[config.mk]
export PLATFORM = sky130hd
export DESIGN_NAME = broadcast_mailbox_with_reader_table
export DESIGN_NICKNAME = d
export VERILOG_FILES = /design/src/rtl/bmrt_pkg.sv /design/src/rtl/broadcast_mailbox_with_reader_table.sv /design/src/rtl/bmrt_ctrl.sv /design/src/rtl/bmrt_datapath.sv
export SDC_FILE = /design/constraint.sdc
export NUM_CORES = 1
export LEC_CHECK = 0
export BUFFER_PORTS_ARGS = -buffer_cell sky130_fd_sc_hd__buf_2
export CORE_ASPECT_RATIO = 1.1
export CORE_UTILIZATION = 50
export CTS_CLUSTER_SIZE = 28
export DETAILED_ROUTE_END_ITERATION = 10
export GPL_TIMING_DRIVEN = 0
export PLACE_DENSITY = 0.7
export RECOVER_POWER = 25
export SYNTH_ARGS = -nofsm -noshare
export SYNTH_HDL_FRONTEND = slang
export SYNTH_SLANG_ARGS = --single-unit
[constraint.sdc]
create_clock -name clock -period 5 [get_ports clock]
set_input_delay 0.5 -clock clock [delete_from_list [all_inputs] [get_ports clock]]
set_output_delay 0.5 -clock clock [all_outputs]
set_load 0.01 [all_outputs]
[src/rtl/bmrt_pkg.sv]
// Package: shared constants, request codes and controller/datapath interface types.
`default_nettype none
package bmrt_pkg;
   localparam int MAX_READERS_DEF = 8;
   localparam int MSG_DEPTH_DEF   = 64;
   localparam logic [6:0] CAP_RESET = 7'd64;

   localparam logic [2:0] REQ_WRITE = 3'd0;
   localparam logic [2:0] REQ_READ  = 3'd1;
   localparam logic [2:0] REQ_POLL  = 3'd2;
   localparam logic [2:0] REQ_CLOSE = 3'd3;
   localparam logic [2:0] REQ_RESET = 3'd4;

   localparam logic [1:0] ST_OK    = 2'd0;
   localparam logic [1:0] ST_NONEW = 2'd1;
   localparam logic [1:0] ST_FULL  = 2'd2;

   typedef struct packed {
      logic [2:0] req;
      logic [7:0] id;
      logic [7:0] data;
      logic       bvalid;
      logic       last;
      logic [6:0] max_len;
   } item_type;

   // controller -> datapath
   typedef struct packed {
      logic load;      // capture input beat
      logic search;    // step search pointer
      logic exec;      // apply the item's state update
      logic stream;    // advance read pointer
   } cmd_type;

   // datapath -> controller
   typedef struct packed {
      logic search_done;
      logic stream_last;
      logic has_stream;
      logic has_result;
   } stat_type;
endpackage
`default_nettype wire

[src/rtl/broadcast_mailbox_with_reader_table.sv]
// Top level: broadcast mailbox with reader table.
// channel | dir | handshake            | payload
// req     | in  | req_tvalid/tready    | tdata, tuser, tlast
// rsp     | out | rsp_tvalid/tready    | tdata, tuser, tlast
// csr     | in  | csr_valid/ready      | message_capacity
// An item passes through the accepting cycle, a table search of up to MAX_READERS
// entries (one entry per cycle, then a final check to confirm a miss), execute,
// then the result beats (none for a silent write item or a spare code).
// Reset clears counts and generation; stores need no clearing.
// A stalled rsp beat holds; no new req is taken until all results are gone.
`default_nettype none
module broadcast_mailbox_with_reader_table
   import bmrt_pkg::*;
#(
   parameter int MAX_READERS = MAX_READERS_DEF,
   parameter int MSG_DEPTH   = MSG_DEPTH_DEF
) (
   input  wire logic        clock,
   input  wire logic        reset,
   input  wire logic        req_tvalid,
   output logic             req_tready,
   input  wire logic [23:0] req_tdata,  // reader_id[7:0], data_byte[15:8], max_len[22:16]
   input  wire logic [3:0]  req_tuser,  // req_type[2:0], byte_valid[3]
   input  wire logic        req_tlast,  // last_byte
   output logic             rsp_tvalid,
   input  wire logic        rsp_tready,
   output logic [23:0]      rsp_tdata,  // status[1:0], data_byte_out[9:2], length[16:10]
   output logic             rsp_tuser,  // byte_present
   output logic             rsp_tlast,  // last_result
   input  wire logic        csr_valid,
   output logic             csr_ready,
   input  wire logic [7:0]  csr_data    // message_capacity[6:0]
);
   item_type item;
   cmd_type  cmd;
   stat_type stat;
   logic [1:0] st;
   logic [7:0] db;
   logic pres, lst;
   logic [6:0] len;

   assign item = '{req: req_tuser[2:0], id: req_tdata[7:0], data: req_tdata[15:8],
                   bvalid: req_tuser[3], last: req_tlast, max_len: req_tdata[22:16]};
   assign csr_ready = 1'b1;

   bmrt_ctrl u_ctrl (
      .clock, .reset, .in_valid(req_tvalid), .in_ready(req_tready),
      .out_ready(rsp_tready), .out_valid(rsp_tvalid), .stat, .cmd
   );

   bmrt_datapath #(.MAX_READERS(MAX_READERS), .MSG_DEPTH(MSG_DEPTH)) u_dp (
      .clock, .reset, .item, .cfg_we(csr_valid), .cfg_data(csr_data[6:0]),
      .cmd, .out_ready(rsp_tready), .stat, .o_status(st), .o_data(db),
      .o_present(pres), .o_last(lst), .o_length(len)
   );

   assign rsp_tdata = {7'd0, len, db, st};
   assign rsp_tuser = pres;
   assign rsp_tlast = lst;

   logic unused_top;
   assign unused_top = ^{req_tdata[23], csr_data[7]};

   a_no_overlap: assert property (@(posedge clock) disable iff (reset)
      !(req_tready && rsp_tvalid)) else $error("accept while result pending");
   a_ctrl_one: assert property (@(posedge clock) disable iff (reset)
      $onehot0({cmd.load, cmd.exec, cmd.stream})) else $error("command overlap");
   a_stall_hold: assert property (@(posedge clock) disable iff (reset)
      rsp_tvalid && !rsp_tready |=> $stable(rsp_tdata)) else $error("stalled beat moved");
endmodule
`default_nettype wire

[src/rtl/bmrt_ctrl.sv]
// Controller: sequences capture, table search, execute and result streaming.
`default_nettype none
module bmrt_ctrl
   import bmrt_pkg::*;
(
   input  wire logic     clock,
   input  wire logic     reset,
   input  wire logic     in_valid,
   output logic          in_ready,
   input  wire logic     out_ready,
   output logic          out_valid,
   input  wire stat_type stat,
   output cmd_type       cmd
);
   typedef enum logic [4:0] {
      S_IDLE   = 5'b00001,
      S_SEARCH = 5'b00010,
      S_EXEC   = 5'b00100,
      S_RESP   = 5'b01000,
      S_STREAM = 5'b10000
   } state_type;

   state_type state_ff, state_in;

   always_comb begin
      state_in   = state_ff;
      in_ready   = 1'b0;
      out_valid  = 1'b0;
      cmd        = '0;
      case (state_ff)
         S_IDLE: begin
            in_ready = 1'b1;
            if (in_valid) begin
               cmd.load = 1'b1;
               state_in = S_SEARCH;
            end
         end
         S_SEARCH: begin
            cmd.search = 1'b1;
            if (stat.search_done) state_in = S_EXEC;
         end
         S_EXEC: begin
            cmd.exec = 1'b1;
            if (stat.has_stream)      state_in = S_STREAM;
            else if (stat.has_result) state_in = S_RESP;
            else                      state_in = S_IDLE;
         end
         S_RESP: begin
            out_valid = 1'b1;
            if (out_ready) state_in = S_IDLE;
         end
         S_STREAM: begin
            out_valid = 1'b1;
            if (out_ready) begin
               cmd.stream = 1'b1;
               if (stat.stream_last) state_in = S_IDLE;
            end
         end
         default: state_in = S_IDLE;
      endcase
   end

   always_ff @(posedge clock) begin
      if (reset) state_ff <= S_IDLE;
      else       state_ff <= state_in;
   end
endmodule
`default_nettype wire

[src/rtl/bmrt_datapath.sv]
// Datapath: message store, reader table, generation and result formatting.
`default_nettype none
module bmrt_datapath
   import bmrt_pkg::*;
#(
   parameter int MAX_READERS = MAX_READERS_DEF,
   parameter int MSG_DEPTH   = MSG_DEPTH_DEF
) (
   input  wire logic     clock,
   input  wire logic     reset,
   input  wire item_type item,
   input  wire logic     cfg_we,
   input  wire logic [6:0] cfg_data,
   input  wire cmd_type  cmd,
   input  wire logic     out_ready,
   output stat_type      stat,
   output logic [1:0]    o_status,
   output logic [7:0]    o_data,
   output logic          o_present,
   output logic          o_last,
   output logic [6:0]    o_length
);
   localparam int RW = (MAX_READERS > 1) ? $clog2(MAX_READERS) : 1;
   localparam int CW = $clog2(MAX_READERS + 1);
   localparam int AW = (MSG_DEPTH > 1) ? $clog2(MSG_DEPTH) : 1;
   localparam logic [CW-1:0] MAXR = CW'(MAX_READERS);
   localparam logic [6:0]    DEP  = 7'(MSG_DEPTH);

   logic [7:0]  store [MSG_DEPTH];
   logic [7:0]  ids_ff [MAX_READERS];
   logic [31:0] seen_ff [MAX_READERS];
   item_type    it_ff;
   logic [6:0]  cap_ff, len_ff, wpos_ff;
   logic [31:0] gen_ff;
   logic [CW-1:0] cnt_ff;
   logic [CW-1:0] sp_ff;
   logic        found_ff;
   logic [RW-1:0] fidx_ff;
   logic [1:0]  st_ff;
   logic [6:0]  rlen_ff, rpos_ff, olen_ff;
   logic        pres_ff;
   logic [7:0]  rd_ff;

   logic [6:0]  cap, nrd, wr_pos, wr_len, olen_exec, rpos_nx;
   logic [1:0]  st_exec;
   logic [31:0] gen_next;
   logic        is_new, full, hit, sdone, wr_take, strm_now, res_now;
   logic [RW-1:0] last_idx, sidx, newidx;
   logic [AW-1:0] rd_addr;

   assign cap      = (cap_ff > DEP) ? DEP : cap_ff;
   assign gen_next = (gen_ff == 32'hFFFF_FFFF) ? 32'd1 : gen_ff + 32'd1;
   assign sidx     = sp_ff[RW-1:0];
   assign hit      = (sp_ff < cnt_ff) && (ids_ff[sidx] == it_ff.id);
   // one entry per cycle; finish on a hit or at the table end
   assign sdone    = hit || (sp_ff >= cnt_ff);
   assign full     = !found_ff && (cnt_ff >= MAXR);
   assign newidx   = cnt_ff[RW-1:0];
   assign last_idx = RW'(cnt_ff - CW'(1));
   assign is_new   = found_ff ? (seen_ff[fidx_ff] != gen_ff) : 1'b1;
   assign nrd      = ((len_ff < it_ff.max_len) ? len_ff : it_ff.max_len);
   assign wr_take  = it_ff.bvalid && (wpos_ff < cap);
   assign wr_pos   = wpos_ff + {6'd0, wr_take};
   assign wr_len   = (wr_pos < cap) ? wr_pos : cap;
   assign rpos_nx  = rpos_ff + 7'd1;
   assign rd_addr  = cmd.exec ? '0 : (cmd.stream ? rpos_nx[AW-1:0] : rpos_ff[AW-1:0]);

   assign stat.search_done = sdone;
   assign stat.stream_last = (rpos_nx >= rlen_ff);
   assign stat.has_stream  = strm_now;
   assign stat.has_result  = res_now;

   always_ff @(posedge clock) begin
      if (cmd.load) begin
         it_ff    <= item;
         sp_ff    <= '0;
         found_ff <= 1'b0;
      end else if (cmd.search && !found_ff) begin
         if (hit) begin
            found_ff <= 1'b1;
            fidx_ff  <= sidx;
         end else if (!sdone) begin
            sp_ff <= sp_ff + CW'(1);
         end
      end
   end

   // result decision, valid during the execute cycle
   always_comb begin
      strm_now  = 1'b0;
      res_now   = 1'b1;
      st_exec   = ST_OK;
      olen_exec = '0;
      case (it_ff.req)
         REQ_WRITE: begin
            res_now = it_ff.last;
            if (it_ff.last) olen_exec = wr_len;
         end
         REQ_READ, REQ_POLL: begin
            if (it_ff.req == REQ_POLL && gen_ff == 32'd0) st_exec = ST_NONEW;
            else if (full) st_exec = ST_FULL;
            else if (gen_ff == 32'd0 || !is_new) st_exec = ST_NONEW;
            else if (it_ff.req == REQ_READ) begin
               olen_exec = nrd;
               strm_now  = (nrd != 7'd0);
            end
         end
         REQ_CLOSE, REQ_RESET: ;
         default: res_now = 1'b0;
      endcase
   end

   always_ff @(posedge clock) begin
      if (cmd.exec && it_ff.req == REQ_WRITE && wr_take)
         store[wpos_ff[AW-1:0]] <= it_ff.data;
      rd_ff <= store[rd_addr];
   end

   always_ff @(posedge clock) begin
      if (reset) begin
         cap_ff  <= CAP_RESET;
         len_ff  <= '0;
         wpos_ff <= '0;
         gen_ff  <= '0;
         cnt_ff  <= '0;
      end else begin
         if (cfg_we) cap_ff <= cfg_data;
         if (cmd.stream) rpos_ff <= rpos_nx;
         if (cmd.exec) begin
            st_ff   <= st_exec;
            olen_ff <= olen_exec;
            rlen_ff <= nrd;
            rpos_ff <= '0;
            case (it_ff.req)
               REQ_WRITE: begin
                  if (it_ff.last) begin
                     len_ff  <= wr_len;
                     wpos_ff <= '0;
                     gen_ff  <= gen_next;
                  end else begin
                     wpos_ff <= wr_pos;
                  end
               end
               REQ_READ, REQ_POLL: begin
                  if (!(it_ff.req == REQ_POLL && gen_ff == 32'd0) && !full) begin
                     if (!found_ff) begin
                        ids_ff[newidx]  <= it_ff.id;
                        seen_ff[newidx] <= (it_ff.req == REQ_READ && gen_ff != 32'd0)
                                           ? gen_ff : 32'd0;
                        cnt_ff <= cnt_ff + CW'(1);
                     end else if (it_ff.req == REQ_READ && gen_ff != 32'd0) begin
                        seen_ff[fidx_ff] <= gen_ff;
                     end
                  end
               end
               REQ_CLOSE: begin
                  if (found_ff) begin
                     ids_ff[fidx_ff]  <= ids_ff[last_idx];
                     seen_ff[fidx_ff] <= seen_ff[last_idx];
                     cnt_ff <= cnt_ff - CW'(1);
                  end
               end
               REQ_RESET: begin
                  len_ff  <= '0;
                  wpos_ff <= '0;
                  gen_ff  <= '0;
                  cnt_ff  <= '0;
               end
               default: ;
            endcase
         end
      end
   end

   always_ff @(posedge clock) begin
      if (reset) pres_ff <= 1'b0;
      else if (cmd.exec) pres_ff <= strm_now;
   end

   assign o_status  = st_ff;
   assign o_length  = olen_ff;
   assign o_present = pres_ff;
   assign o_data    = pres_ff ? rd_ff : 8'd0;
   assign o_last    = pres_ff ? stat.stream_last : 1'b1;

   logic unused;
   assign unused = out_ready;
endmodule
`default_nettype wire
; ---- After elaboration in Yosys (flattened, before gate mapping)
; Memories as Yosys holds them, arrays and structs flattened. A register that Yosys moved wholly into a read port is not among the register bits.
; Index checks and enable logic that the tools add are counted.
[totals]
regBits = 122
mem_bits_rw = 832
in_bits = 42
word_cells = 184
memories = 3
[mem_list]
columns = memory, depth, width, rd, rd_ports_with_merged_regs, wr, line_no
row1 = u_dp.store, 64, 8, 1, 1, 1, bmrt_datapath.sv:29  ; logic [7:0] store [MSG_DEPTH];
row2 = u_dp.seen_ff, 8, 32, 2, 1, 1, bmrt_datapath.sv:31  ; logic [31:0] seen_ff [MAX_READERS];
row3 = u_dp.ids_ff, 8, 8, 2, 1, 1, bmrt_datapath.sv:30  ; logic [7:0] ids_ff [MAX_READERS];
[op_classes]
n_addsub = 6
order_cmp = 8
n_eq_ne = 21
n_mux = 82
n_bitwise = 6
n_reduce_logical = 37
[ops]
columns = op, n
row1 = 2-to-1 mux 32 bit, 5
row2 = 2-to-1 mux 7 bit, 11
row3 = case mux 32 bit (2 select lines), 1
row4 = case mux 7 bit (2 select lines), 3
row5 = 2-to-1 mux 1 bit, 39
row6 = "adder 32 x 1 -> 32 bit, second input constant", 1
row7 = "equality test 32 bit, second input constant", 1
row8 = logical NOT 32 bit, 1
row9 = inequality test 32 bit, 1
row10 = nonzero test 32 bit, 1
row11 = OR reduction 32 bit, 1
row12 = 2-to-1 mux 5 bit, 6
row13 = case mux 5 bit (5 select lines), 1
row14 = < comparator 7 bit, 3
row15 = 2-to-1 mux 4 bit, 4
row16 = 2-to-1 mux 8 bit, 2
row17 = 2-to-1 mux 3 bit, 5
row18 = 2-to-1 mux 6 bit, 2
row19 = case mux 4 bit (3 select lines), 1
row20 = "inequality test 2 x 1 -> 1 bit, second input constant", 5
row21 = AND reduction 5 bit, 2
row22 = logical AND 1 bit, 9
row23 = AND reduction 3 bit, 3
row24 = "adder 4 x 1 -> 4 bit, second input constant", 2
row25 = 32 further kinds, 50

; ---- Longest topological paths before layout
; Gate-level depths: netlist of the first run.
[depth]
ltp_word = 12
ltp_mapped = 21

; ---- Cells and area by module
; A second synthesis of the first run with hierarchy kept.
[unflattened]
hier_cells = 2493
hier_area_um2 = 42437.0
[modules_own_cells]
columns = module, n_inst, cells_each, area_each_um2, seq_area_each_um2
row1 = bmrt_datapath, 1, 2446, 42064.1, 28147.0
row2 = bmrt_ctrl, 1, 37, 305.3, 100.1
row3 = broadcast_mailbox_with_reader_table, 1, 10, 67.6, 0.0

; ---- Worst setup path after synthesis of the first run
; OpenSTA, ideal clock, no wires.
[synth_timing]
path_kind = register -> register
start = reg u_ctrl.state_ff[4]
end = mem u_dp.seen_ff[1][0] (enable)
setup_time_ps = 421
arrival_ps = 4124
required_ps = 4579
setup_slack_ps = 455
stages_incl_launch_ff = 9
n_path_buf = 1
cell_sequence = dfxtp_1 clkbuf_1 nor2_1 nand3_1 nor2_1 o2111ai_1 mux2i_1 or2_2 nor2_1
[synth_via]
elab_chain_cells = 8
[synth_lines]
columns = element, line_no
row1 = "start, declared", bmrt_ctrl.sv:23  ; state_type state_ff, state_in;
row2 = "start signal, assigned", bmrt_ctrl.sv:65  ; else state_ff <= state_in;
row3 = equality test 5 x 3 -> 1 bit *, bmrt_ctrl.sv:30  ; case (state_ff)
row4 = 2-to-1 mux 1 bit *, bmrt_ctrl.sv:30
row5 = 2-to-1 mux 1 bit, bmrt_datapath.sv:129  ; if (cmd.exec) begin
row6 = 2-to-1 mux 1 bit, bmrt_datapath.sv:120  ; if (reset) begin
row7 = 2-to-1 mux 1 bit (on tied branches), "bmrt_datapath.sv:152, bmrt_datapath.sv:159"
row8 = OR 1 bit (no line), --
row9 = OR reduction 32 bit (no line), --
row10 = 2-to-1 mux 3 bit (no line) or 2-to-1 mux 1 bit (tied branches), --
row11 = "end, declared", bmrt_datapath.sv:31
; Every way passes the cells marked *; elsewhere a longest branch is shown, timed or not.

; ---- Final worst setup path of the first run
[layout_timing]
start = reg u_ctrl.state_ff[3]
end = reg u_dp.rd_ff[3] (read register of u_dp.store)
[layout_via]
elab_chain_cells = 4
[layout_lines]
columns = element, line_no
row1 = equality test 5 bit, bmrt_ctrl.sv:30
row2 = 2-to-1 mux 1 bit, bmrt_ctrl.sv:30
row3 = 2-to-1 mux 6 bit, bmrt_datapath.sv:66  ; assign rd_addr = cmd.exec ? '0 : (cmd.stream ? rpos_nx[AW-1:0] : rpos_ff[AW-1:0]);
row4 = 2-to-1 mux 6 bit *, bmrt_datapath.sv:66
row5 = "end, declared", bmrt_datapath.sv:42  ; logic [7:0] rd_ff;
; Marked as above.
; A chain may end at the register's enable or synchronous reset.

==> results of run 1 <==
## registers in the layout, summed over array words and instances (netlist names), 2 cells and up, named ones only
signal / count
u_dp.wpos_ff: 7
u_dp.o_status: 2
u_dp.rlen_ff: 7
u_dp.rpos_ff: 7
u_dp.rd_ff: 8
u_dp.cap_ff: 7
u_ctrl.state_ff: 5
u_dp.it_ff: 28
u_dp.store: 512
u_dp.sp_ff: 4
u_dp.fidx_ff: 3
u_dp.cnt_ff: 4
u_dp.o_length: 7
u_dp.len_ff: 7
u_dp.ids_ff: 64
u_dp.gen_ff: 32
u_dp.seen_ff: 256
## worst paths after layout
kind	start	end	slack, ps	depth (start not counted)
worst max-delay path	u_ctrl.state_ff[3]	u_dp.rd_ff[3]	170	11
worst min-delay path	csr_data[6]	u_dp.cap_ff[6]	70	3
worst max register to register	u_ctrl.state_ff[3]	u_dp.rd_ff[3]	170	11
worst min register to register	u_dp.it_ff[11]	u_dp.store[28][2]	480	0
## placed cells by master (no fill, tap or decap), drive strengths merged, types with 18 or more instances in the layout
cell,synthesis,routed
nand2,627,627
a31oi,34,34
and2,25,25
nand3,201,201
xnor2,35,35
dlygate4sd3,0,27
dfxtp,82,82
inv,46,50
clkbuf,135,285
o221ai,25,25
mux2i,195,195
and3,35,35
a21oi,41,41
a22oi,18,18
edfxtp,886,886
nor3,23,23
nand2b,18,18
xor2,43,43
buf,63,129
a221oi,27,27
mux4,122,122
ha,37,37
nor2,166,166
o22ai,32,32
mux2,21,21
clkinv,0,34
o21ai,71,71
## metal layers
layer / up-vias / track usage / wire length [um]
met4: 2 / 0.111 / 4720
met1: 13613 / 0.330 / 42500
met2: 1435 / 0.431 / 54600
li1: 12258 / - / -
met5: - / 0 / 12
met3: 279 / 0.0435 / 9850
## repair_timing
action / 4_1_cts / 5_1_grt
hold endpoints to repair: 27 / 0
resized for setup: 8 / 13
hold buffers: 27 / 0
endpoints found under the setup margin: 320 / 106
## synthesized netlist by cell type, types with 11 or more instances
master / number
sky130_fd_sc_hd__inv_1: 46
sky130_fd_sc_hd__and2_1: 24
sky130_fd_sc_hd__ha_1: 37
sky130_fd_sc_hd__nor4_1: 14
sky130_fd_sc_hd__nand2_1: 621
sky130_fd_sc_hd__xnor2_1: 35
sky130_fd_sc_hd__edfxtp_1: 886
sky130_fd_sc_hd__nand4_1: 14
sky130_fd_sc_hd__nor2_1: 166
sky130_fd_sc_hd__o22ai_1: 32
sky130_fd_sc_hd__a22oi_1: 18
sky130_fd_sc_hd__o221ai_1: 25
sky130_fd_sc_hd__o21ai_0: 70
sky130_fd_sc_hd__mux2i_1: 195
sky130_fd_sc_hd__a21o_1: 11
sky130_fd_sc_hd__mux4_2: 122
sky130_fd_sc_hd__a32oi_1: 16
sky130_fd_sc_hd__mux2_2: 21
sky130_fd_sc_hd__nor3_1: 22
sky130_fd_sc_hd__a21oi_1: 41
sky130_fd_sc_hd__nor2b_1: 13
sky130_fd_sc_hd__nand3_1: 199
sky130_fd_sc_hd__dfxtp_1: 82
sky130_fd_sc_hd__buf_1: 24
sky130_fd_sc_hd__a221oi_1: 27
sky130_fd_sc_hd__a31oi_1: 34
sky130_fd_sc_hd__buf_4: 16
sky130_fd_sc_hd__and3_1: 35
sky130_fd_sc_hd__nand2b_1: 18
sky130_fd_sc_hd__clkbuf_1: 134
sky130_fd_sc_hd__buf_2: 21
sky130_fd_sc_hd__xor2_1: 43
## report_power, final
part,total [W],switching (W),internal [W]
combinational,0.000443,0.000316,0.000127
clock,0.00692,0.00308,0.00384
sequential,0.00890,0.0000427,0.00886
## stage by stage
step           setup WS, ps  cell area [um2]  instances  hold WS [ps]  utilization
4_1_cts                 121            48600       4592         0.618        0.573
3_3_place_gp          -2310            44500       4361           469        0.525
6_report                169            48200       4592          66.2        0.568
3_5_place_dp           -527            45300       4391           485        0.534
2_1_floorplan           455            42800       3162           453            -
5_1_grt                13.0            48200       4592          67.7        0.568
## worst max-delay path: stages (launching register included)
cell and delay, ps:
sky130_fd_sc_hd__dfxtp_1 350, sky130_fd_sc_hd__nor3_1 460, sky130_fd_sc_hd__o21ai_0 220, sky130_fd_sc_hd__a21oi_1 670, sky130_fd_sc_hd__clkbuf_1 610, sky130_fd_sc_hd__buf_1 710, sky130_fd_sc_hd__mux2i_1 260, sky130_fd_sc_hd__mux2i_1 120
sky130_fd_sc_hd__a32oi_1 300, sky130_fd_sc_hd__o221ai_1 270, sky130_fd_sc_hd__a22oi_1 400, sky130_fd_sc_hd__o221ai_1 260
## logic make-up (layout without fill, tap and decap cells)
logic type | Yosys count | in the layout | synth area share
other | 2 | 8 | 0.000176
buffers and inverters | 245 | 535 | 0.0246
multiplexers | 338 | 338 | 0.115
AND/OR/NAND/NOR | 1179 | 1179 | 0.123
AO/OA/AOI/OAI | 309 | 309 | 0.0496
flip-flops | 968 | 968 | 0.661
adder cells (fa/ha/maj) | 37 | 37 | 0.0108
XOR/XNOR | 78 | 78 | 0.0160
## layout make-up
type                    instances  area [um2]  share of cell area
multi-input cells            1949       13600               0.281
inverters                      46         173             0.00358
well taps                    1140        1430              0.0296
flip-flops and latches        968       28200               0.586
clock inverters                46         390             0.00810
repair buffers                116         882              0.0183
plain buffers                 199         896              0.0186
clock buffers                 128        2610              0.0543
==> results list, run 1 <==
- Final max-slew violation count: 27
- After synthesis, the mean cell area works out to between 10 and 15 um2.
* Startpoint type of the worst setup path: flip-flop
- The critical path is of the reg2reg type.
- Leading area contributor after synthesis: sky130_fd_sc_hd__edfxtp_1
* Total chip power: approximately 0.016 W
- The worst setup path is captured at a flip-flop.
- Full die area: 86700 um2
* Row cnt: roughly 110
- Initial antenna violation count: 1
* Final Hold Violating Endpoints: 0
- Deepest level of the CTS H-tree: 3
* Worst rel slew slack: -0.0126
- In the routed design, unresolved DRC markers number 0.
- The via count of the first global-routing pass was 26964.
- At the pin with the least slew margin, the transition time is between 1500 and 2000 ps.
- Total clock sinks: 968
- Max-cap violations in this run came to 1.
* Port bufs: 59
* Total leakage power: about 16 nW
- Number of diodes added for antenna fixing: 0
- Required arrival time at the worst endpoint: 5510 ps
- After routing, the total negative slack on setup checks comes to 0 ps.
* Number of DRC markers in iteration 0: roughly 3200
- At the end of routability-driven placement, the weighted congestion stood at 0.933.
* Min Clock Period, post-route: between 4000 and 5000 ps
- In the synthesized netlist the dominant register cell turns out to be sky130_fd_sc_hd__edfxtp_1.
- The floorplan step set the die width to ~280 um.
* Routed vias/inst: ~6
* Violated checks: capacitance limit, slew limit
- Number of vias in the routed layout: approximately 28000
* Remaining Overflow, GRT: 0
- Share of post-route cells with drive strength above 1: 0.125
* Type of the tightest min-delay check: in2reg
- The synthesized design contains a little under 1000 register bits.
* Setup-failing EPs final: 0
- Of all flip-flops after synthesis, the portion carrying an async set or reset was 0.
* Final #Nets: 3453
- Worst endpoint data arrival time: 5340 ps
- TritonCTS built the clock tree.
- Post-detailed-route wirelength per cell: about 24 um
- After filler insertion, the fill cell instance count of the layout stands at roughly 6700.
- The flow ran to the end, but the final reports show violations.
* Root buffer cell: sky130_fd_sc_hd__clkbuf_16
- Largest fanout of any net on the critical path: 10
* Starting utilization of the core area: 0.504
* Final worst path period share: 0.966
* Post-synth EDFFs: between 800 and 900
* Number of warnings issued by yosys: 0
* Dominant cells by area after synthesis: sky130_fd_sc_hd__edfxtp_1 (62%), sky130_fd_sc_hd__mux4_2 (6.4%), sky130_fd_sc_hd__nand2_1 (5.5%)
* Aggregate global-route resource usage: 0.257
* Worst IR drop on VDD: around 0.34 mV
- Achievable Freq: 0.207 GHz
- No sink is reached through more buffers than the 3 on the longest clock path.
- For this block, the routed nets add up to 112000 um of wire.
* Die Height: a little over 300 um
* Sequential area share after synthesis: 0.661
- After legalization and detailed placement, the total HPWL measured 77100 um.
- Power density over cell area: between 300 and 400 nW/um2
- The share of synthesized area in the top cell type comes to 0.622.
- IO Pins: just over 70
- Number of distinct standard cells referenced by the synthesized netlist: slightly above 70
- Synth Cell Area: approximately 43000 um2
- # Post-CTS Setup Buffers: 0
- The first detailed-routing pass took 7 iterations.
* Number of nets with antenna violations after detailed routing: 0
- Count of mapped cells out of synthesis: approximately 3200
* First-pass GRT wire length: between 150000 and 200000 um
- TritonCTS created between 90 and 100 clock buffers.
- Post-CTS clock slew at the launch and capture registers of the worst setup and hold paths: roughly 60 ps
- Floorplan Core Area: about 85000 um2
- Setup repair after global routing missed its margin: false
- Largest net degree at the start of global routing: 33
- For the final database, setup skew stands at approximately 70 ps.
- Clk Latency, worst-skew pair: between 600 and 700 ps
- The area growth from synthesis to layout is 12.7%.
(Power assumes the default switching activity.)
==> run 2: changes to the inputs <==
- GPL_TIMING_DRIVEN: 0 -> not set
==> run 2 against run 1 <==
  * The flow still finishes with violations (capacitance limit, slew limit)
  * Utilization decreased by 0.41 points
  * First-iteration DRC count is 28% lower
  * Critical path depth increased by 8
  * Via count is 4.5% lower
  * Clock power up 8.8%
  * Routed wire length fell by 9.5%
  * Hold slack better by 1.6 ps
  * Sequential power about the same
  * Critical endpoint is now u_dp.o_length[0]
  * Highest routed layer unchanged
==> results list, run 2 (synthesis results as in run 1) <==
- Startpoint type of the worst setup path: flip-flop (unchanged)
* Required arrival time at the worst endpoint: 5400 ps (was 5510 ps)
* Half-perimeter wire length after placement: 61800 um (was 77100 um)
- Switch Pwr: 0.00344 W (was 0.00343 W)
* Register share of total power: 0.529 (was 0.547)
- Number of max-cap violations: 7 (was 1)
- The worst max-slew margin expressed relative to the limit came to -1.34 (was -0.0126).
- The leakage power total is 15.9 nW (was 16.0 nW).
- Final RePlAce weighted congestion: 0.894 (was 0.933)
* Min Clock Period, post-route: 4450 ps (was 4830 ps)
- The post-layout instance area is 47800 um2 (was 48200 um2).
- The total congestion overflow after global routing was 0 (unchanged).
- The starting density of the core was 0.504 (unchanged).
- The path category of the worst min-delay check is in2reg (unchanged).
- Aggregate global-route resource usage: 0.233 (was 0.257)
- Clk Latency, worst-skew pair: 690 ps (was 680 ps)
- Setup repair after global routing missed its margin: false (unchanged).
- Final worst-path setup slack: 551 ps (was 169 ps)
* # Post-CTS Setup Buffers: 0 (unchanged)
* Violated checks: capacitance limit, slew limit (unchanged)
- DRC: 0 (unchanged)
* Floorplan Core Area: 84800 um2 (unchanged)
- Die Height: 309 um (unchanged)
- Largest fanout of any net on the critical path: 10 (unchanged)
- Commonest non-fill, non-tap cell in the layout: sky130_fd_sc_hd__edfxtp_1 (unchanged)
- Final worst path period share: 0.890 (was 0.966)
- The overall die area came to 86700 um2 (unchanged).
- The wire length of the first global-routing pass came to 154000 um (was 164000 um).
- Final Hold Violating Endpoints: 0 (unchanged)
* Detailed Routing Iterations Pass 1: 5 (was 7)
* End-of-flow core utilization: 0.564 (was 0.568)
* Most used cells in the layout excluding fill and tap cells: sky130_fd_sc_hd__edfxtp_1 (886), sky130_fd_sc_hd__nand2_1 (620), sky130_fd_sc_hd__nand3_1 (198), sky130_fd_sc_hd__mux2i_1 (195), sky130_fd_sc_hd__nor2_1 (156) (was sky130_fd_sc_hd__edfxtp_1 (886), sky130_fd_sc_hd__nand2_1 (621), sky130_fd_sc_hd__nand3_1 (199), sky130_fd_sc_hd__mux2i_1 (195), sky130_fd_sc_hd__clkbuf_1 (172))
* Worst slack at placement: 359 ps (was -527 ps)
* Setup-failing EPs final: 0 (unchanged)
* Type of element capturing the critical path: flip-flop (unchanged)
- Share of post-route cells with drive strength above 1: 0.137 (was 0.125)
- The number of nets still failing antenna checks after routing is 0 (unchanged).
- The number of placed I/O pins came to 71 (unchanged).
- The root buffer cell is sky130_fd_sc_hd__clkbuf_16 (unchanged).
* Number of DRC markers in iteration 0: 2314 (was 3212)
- Bufs on Longest Clock Path: 3 (unchanged)
- Layout-stage area growth over the synthesis result: 11.9% (was 12.7%)
- The maximum operating frequency came to 0.225 GHz (was 0.207 GHz).
- Worst IR drop on VDD: 0.348 mV (was 0.338 mV)
- Post-CTS clock slew at the launch and capture registers of the worst setup and hold paths: 60 ps (about the same)
- The total wirelength of the detailed-routed design came to 101000 um (was 112000 um).
- The via count of the first global-routing pass is 26551 (was 26964).
* Fin Clk Skew: 75.0 ps (was 69.8 ps)
- The post-place instance area is 44200 um2 (was 45300 um2).
* Row cnt: 112 (unchanged)
- The number of buffers created by CTS is 95 (was 94).
- The proportion of power drawn by combinational gates is 0.024 (was 0.027).
- The power per standard cell area came to 352 nW/um2 (was 338 nW/um2).
- The TritonCTS clock tree is done (unchanged).
* Number of flip-flops in the largest register: 512 (unchanged)
- The final number of max-transition violations was 455 (was 27).
* Port bufs: 60 (was 59)
* Result of the run: finished with violations (unchanged)
* Initial antenna violation count: 2 (was 1)
* Post-detailed-route wirelength per cell: 22.9 um (was 24.3 um)
* Start-to-end type of the worst setup path: reg2reg (unchanged)
* Total clock sinks: 968 (unchanged)
- Actual transition at the worst max-transition pin: 3510 ps (was 1520 ps)
- Total negative setup slack: 0 ps (unchanged)
- Final #Nets: 3279 (was 3453)
- The via count of the routed design is 26355 (was 27587).
- Clock power frac: 0.447 (was 0.426)
* Largest net degree at the start of global routing: 124 (was 33)
* Switching share of power: 0.204 (was 0.211)
* Routed vias/inst: 5.96 (was 6.01)
* Deepest level of the CTS H-tree: 3 (unchanged)
- The internal power component came to 0.0134 W (was 0.0128 W).
* Horizontal extent of the die: 281 um (unchanged)
* Worst endpoint data arrival time: 4850 ps (was 5340 ps)
[run 2: changes by cell type in the layout (fill, tap and decap cells not counted), sizes merged]
cell / previous run / this run
dlygate4sd3: 27 / 26
clkdlybuf4s15: 1 / 0
bufbuf: 1 / 0
buf: 129 / 104
inv: 50 / 47
clkbuf: 285 / 131
bufinv: 3 / 14
clkinv: 34 / 37
diode: 0 / 1
[run 2: what timing repair did]
| item | CTS | global route |
|---|---|---|
| gates resized for setup | 0 | 1 |
| setup endpoints to repair | 0 | 1 |
| hold endpoints to repair | 26 | 0 |
| hold buffers | 26 | 0 |
[run 2: per-layer routing]
metal,track usage,share of wire,up-vias
met1,0.297,0.39,13105
met2,0.403,0.51,1131
met4,0.0851,0.030,4
met3,0.0383,0.073,225
met5,0,0.00017,-
li1,-,-,11890
[run 2: final cells by class]
cell class / instances / area [um2]
fill: 6664 / 37000
sequential: 968 / 28300
multi-input combinational: 1949 / 13600
clock buffer: 121 / 2590
tap: 1140 / 1430
timing repair buffer: 140 / 986
clock inverter: 57 / 768
inverter: 46 / 173
antenna: 1 / 2.50
[run 2: worst paths after layout]
path | from | to | slack, ps | depth (start not counted)
setup reg to reg | u_dp.cap_ff[6] | u_dp.o_length[0] | 550 | 19
setup / recovery | u_dp.cap_ff[6] | u_dp.o_length[0] | 550 | 19
hold / removal | csr_data[0] | u_dp.cap_ff[0] | 70 | 3
hold reg to reg | u_dp.cap_ff[3] | u_dp.cap_ff[3] | 490 | 2
[run 2: critical path: stages, from the launching register on]
cell                      delay, ps
sky130_fd_sc_hd__dfxtp_1        460
sky130_fd_sc_hd__inv_1          120
sky130_fd_sc_hd__nand2_1        140
sky130_fd_sc_hd__ha_1           240
sky130_fd_sc_hd__a21o_1         160
sky130_fd_sc_hd__a21o_1         170
sky130_fd_sc_hd__a21o_1         180
sky130_fd_sc_hd__a21o_1         180
sky130_fd_sc_hd__a21o_4         240
sky130_fd_sc_hd__a21oi_1        150
sky130_fd_sc_hd__ha_1           190
sky130_fd_sc_hd__ha_1           250
sky130_fd_sc_hd__nand3_1        140
sky130_fd_sc_hd__nor2_1         170
sky130_fd_sc_hd__xor2_1         260
sky130_fd_sc_hd__ha_1           200
sky130_fd_sc_hd__nand2_1         70
sky130_fd_sc_hd__o21ai_2        370
sky130_fd_sc_hd__mux2i_1        340
sky130_fd_sc_hd__o22ai_1        140
[run 2: power groups by stage]
stage	logic, W	registers [W]	clock network, W
2_1_floorplan	0.000203	0.00909	0
3_3_place_gp	0.000383	0.00906	0
3_5_place_dp	0.000393	0.00906	0
4_1_cts	0.000411	0.00888	0.00761
5_1_grt	0.000442	0.00890	0.00790
6_report	0.000407	0.00890	0.00753
[run 2: through the flow]
stage                     hold slack (ps)  std cells  power (W)
final                                67.9       4422     0.0168
after global placement                474       4217    0.00944
after detailed placement              489       4217    0.00945
after CTS                            9.05       4421     0.0169
after floorplan                       453       3162    0.00929
after global routing                 61.6       4421     0.0172
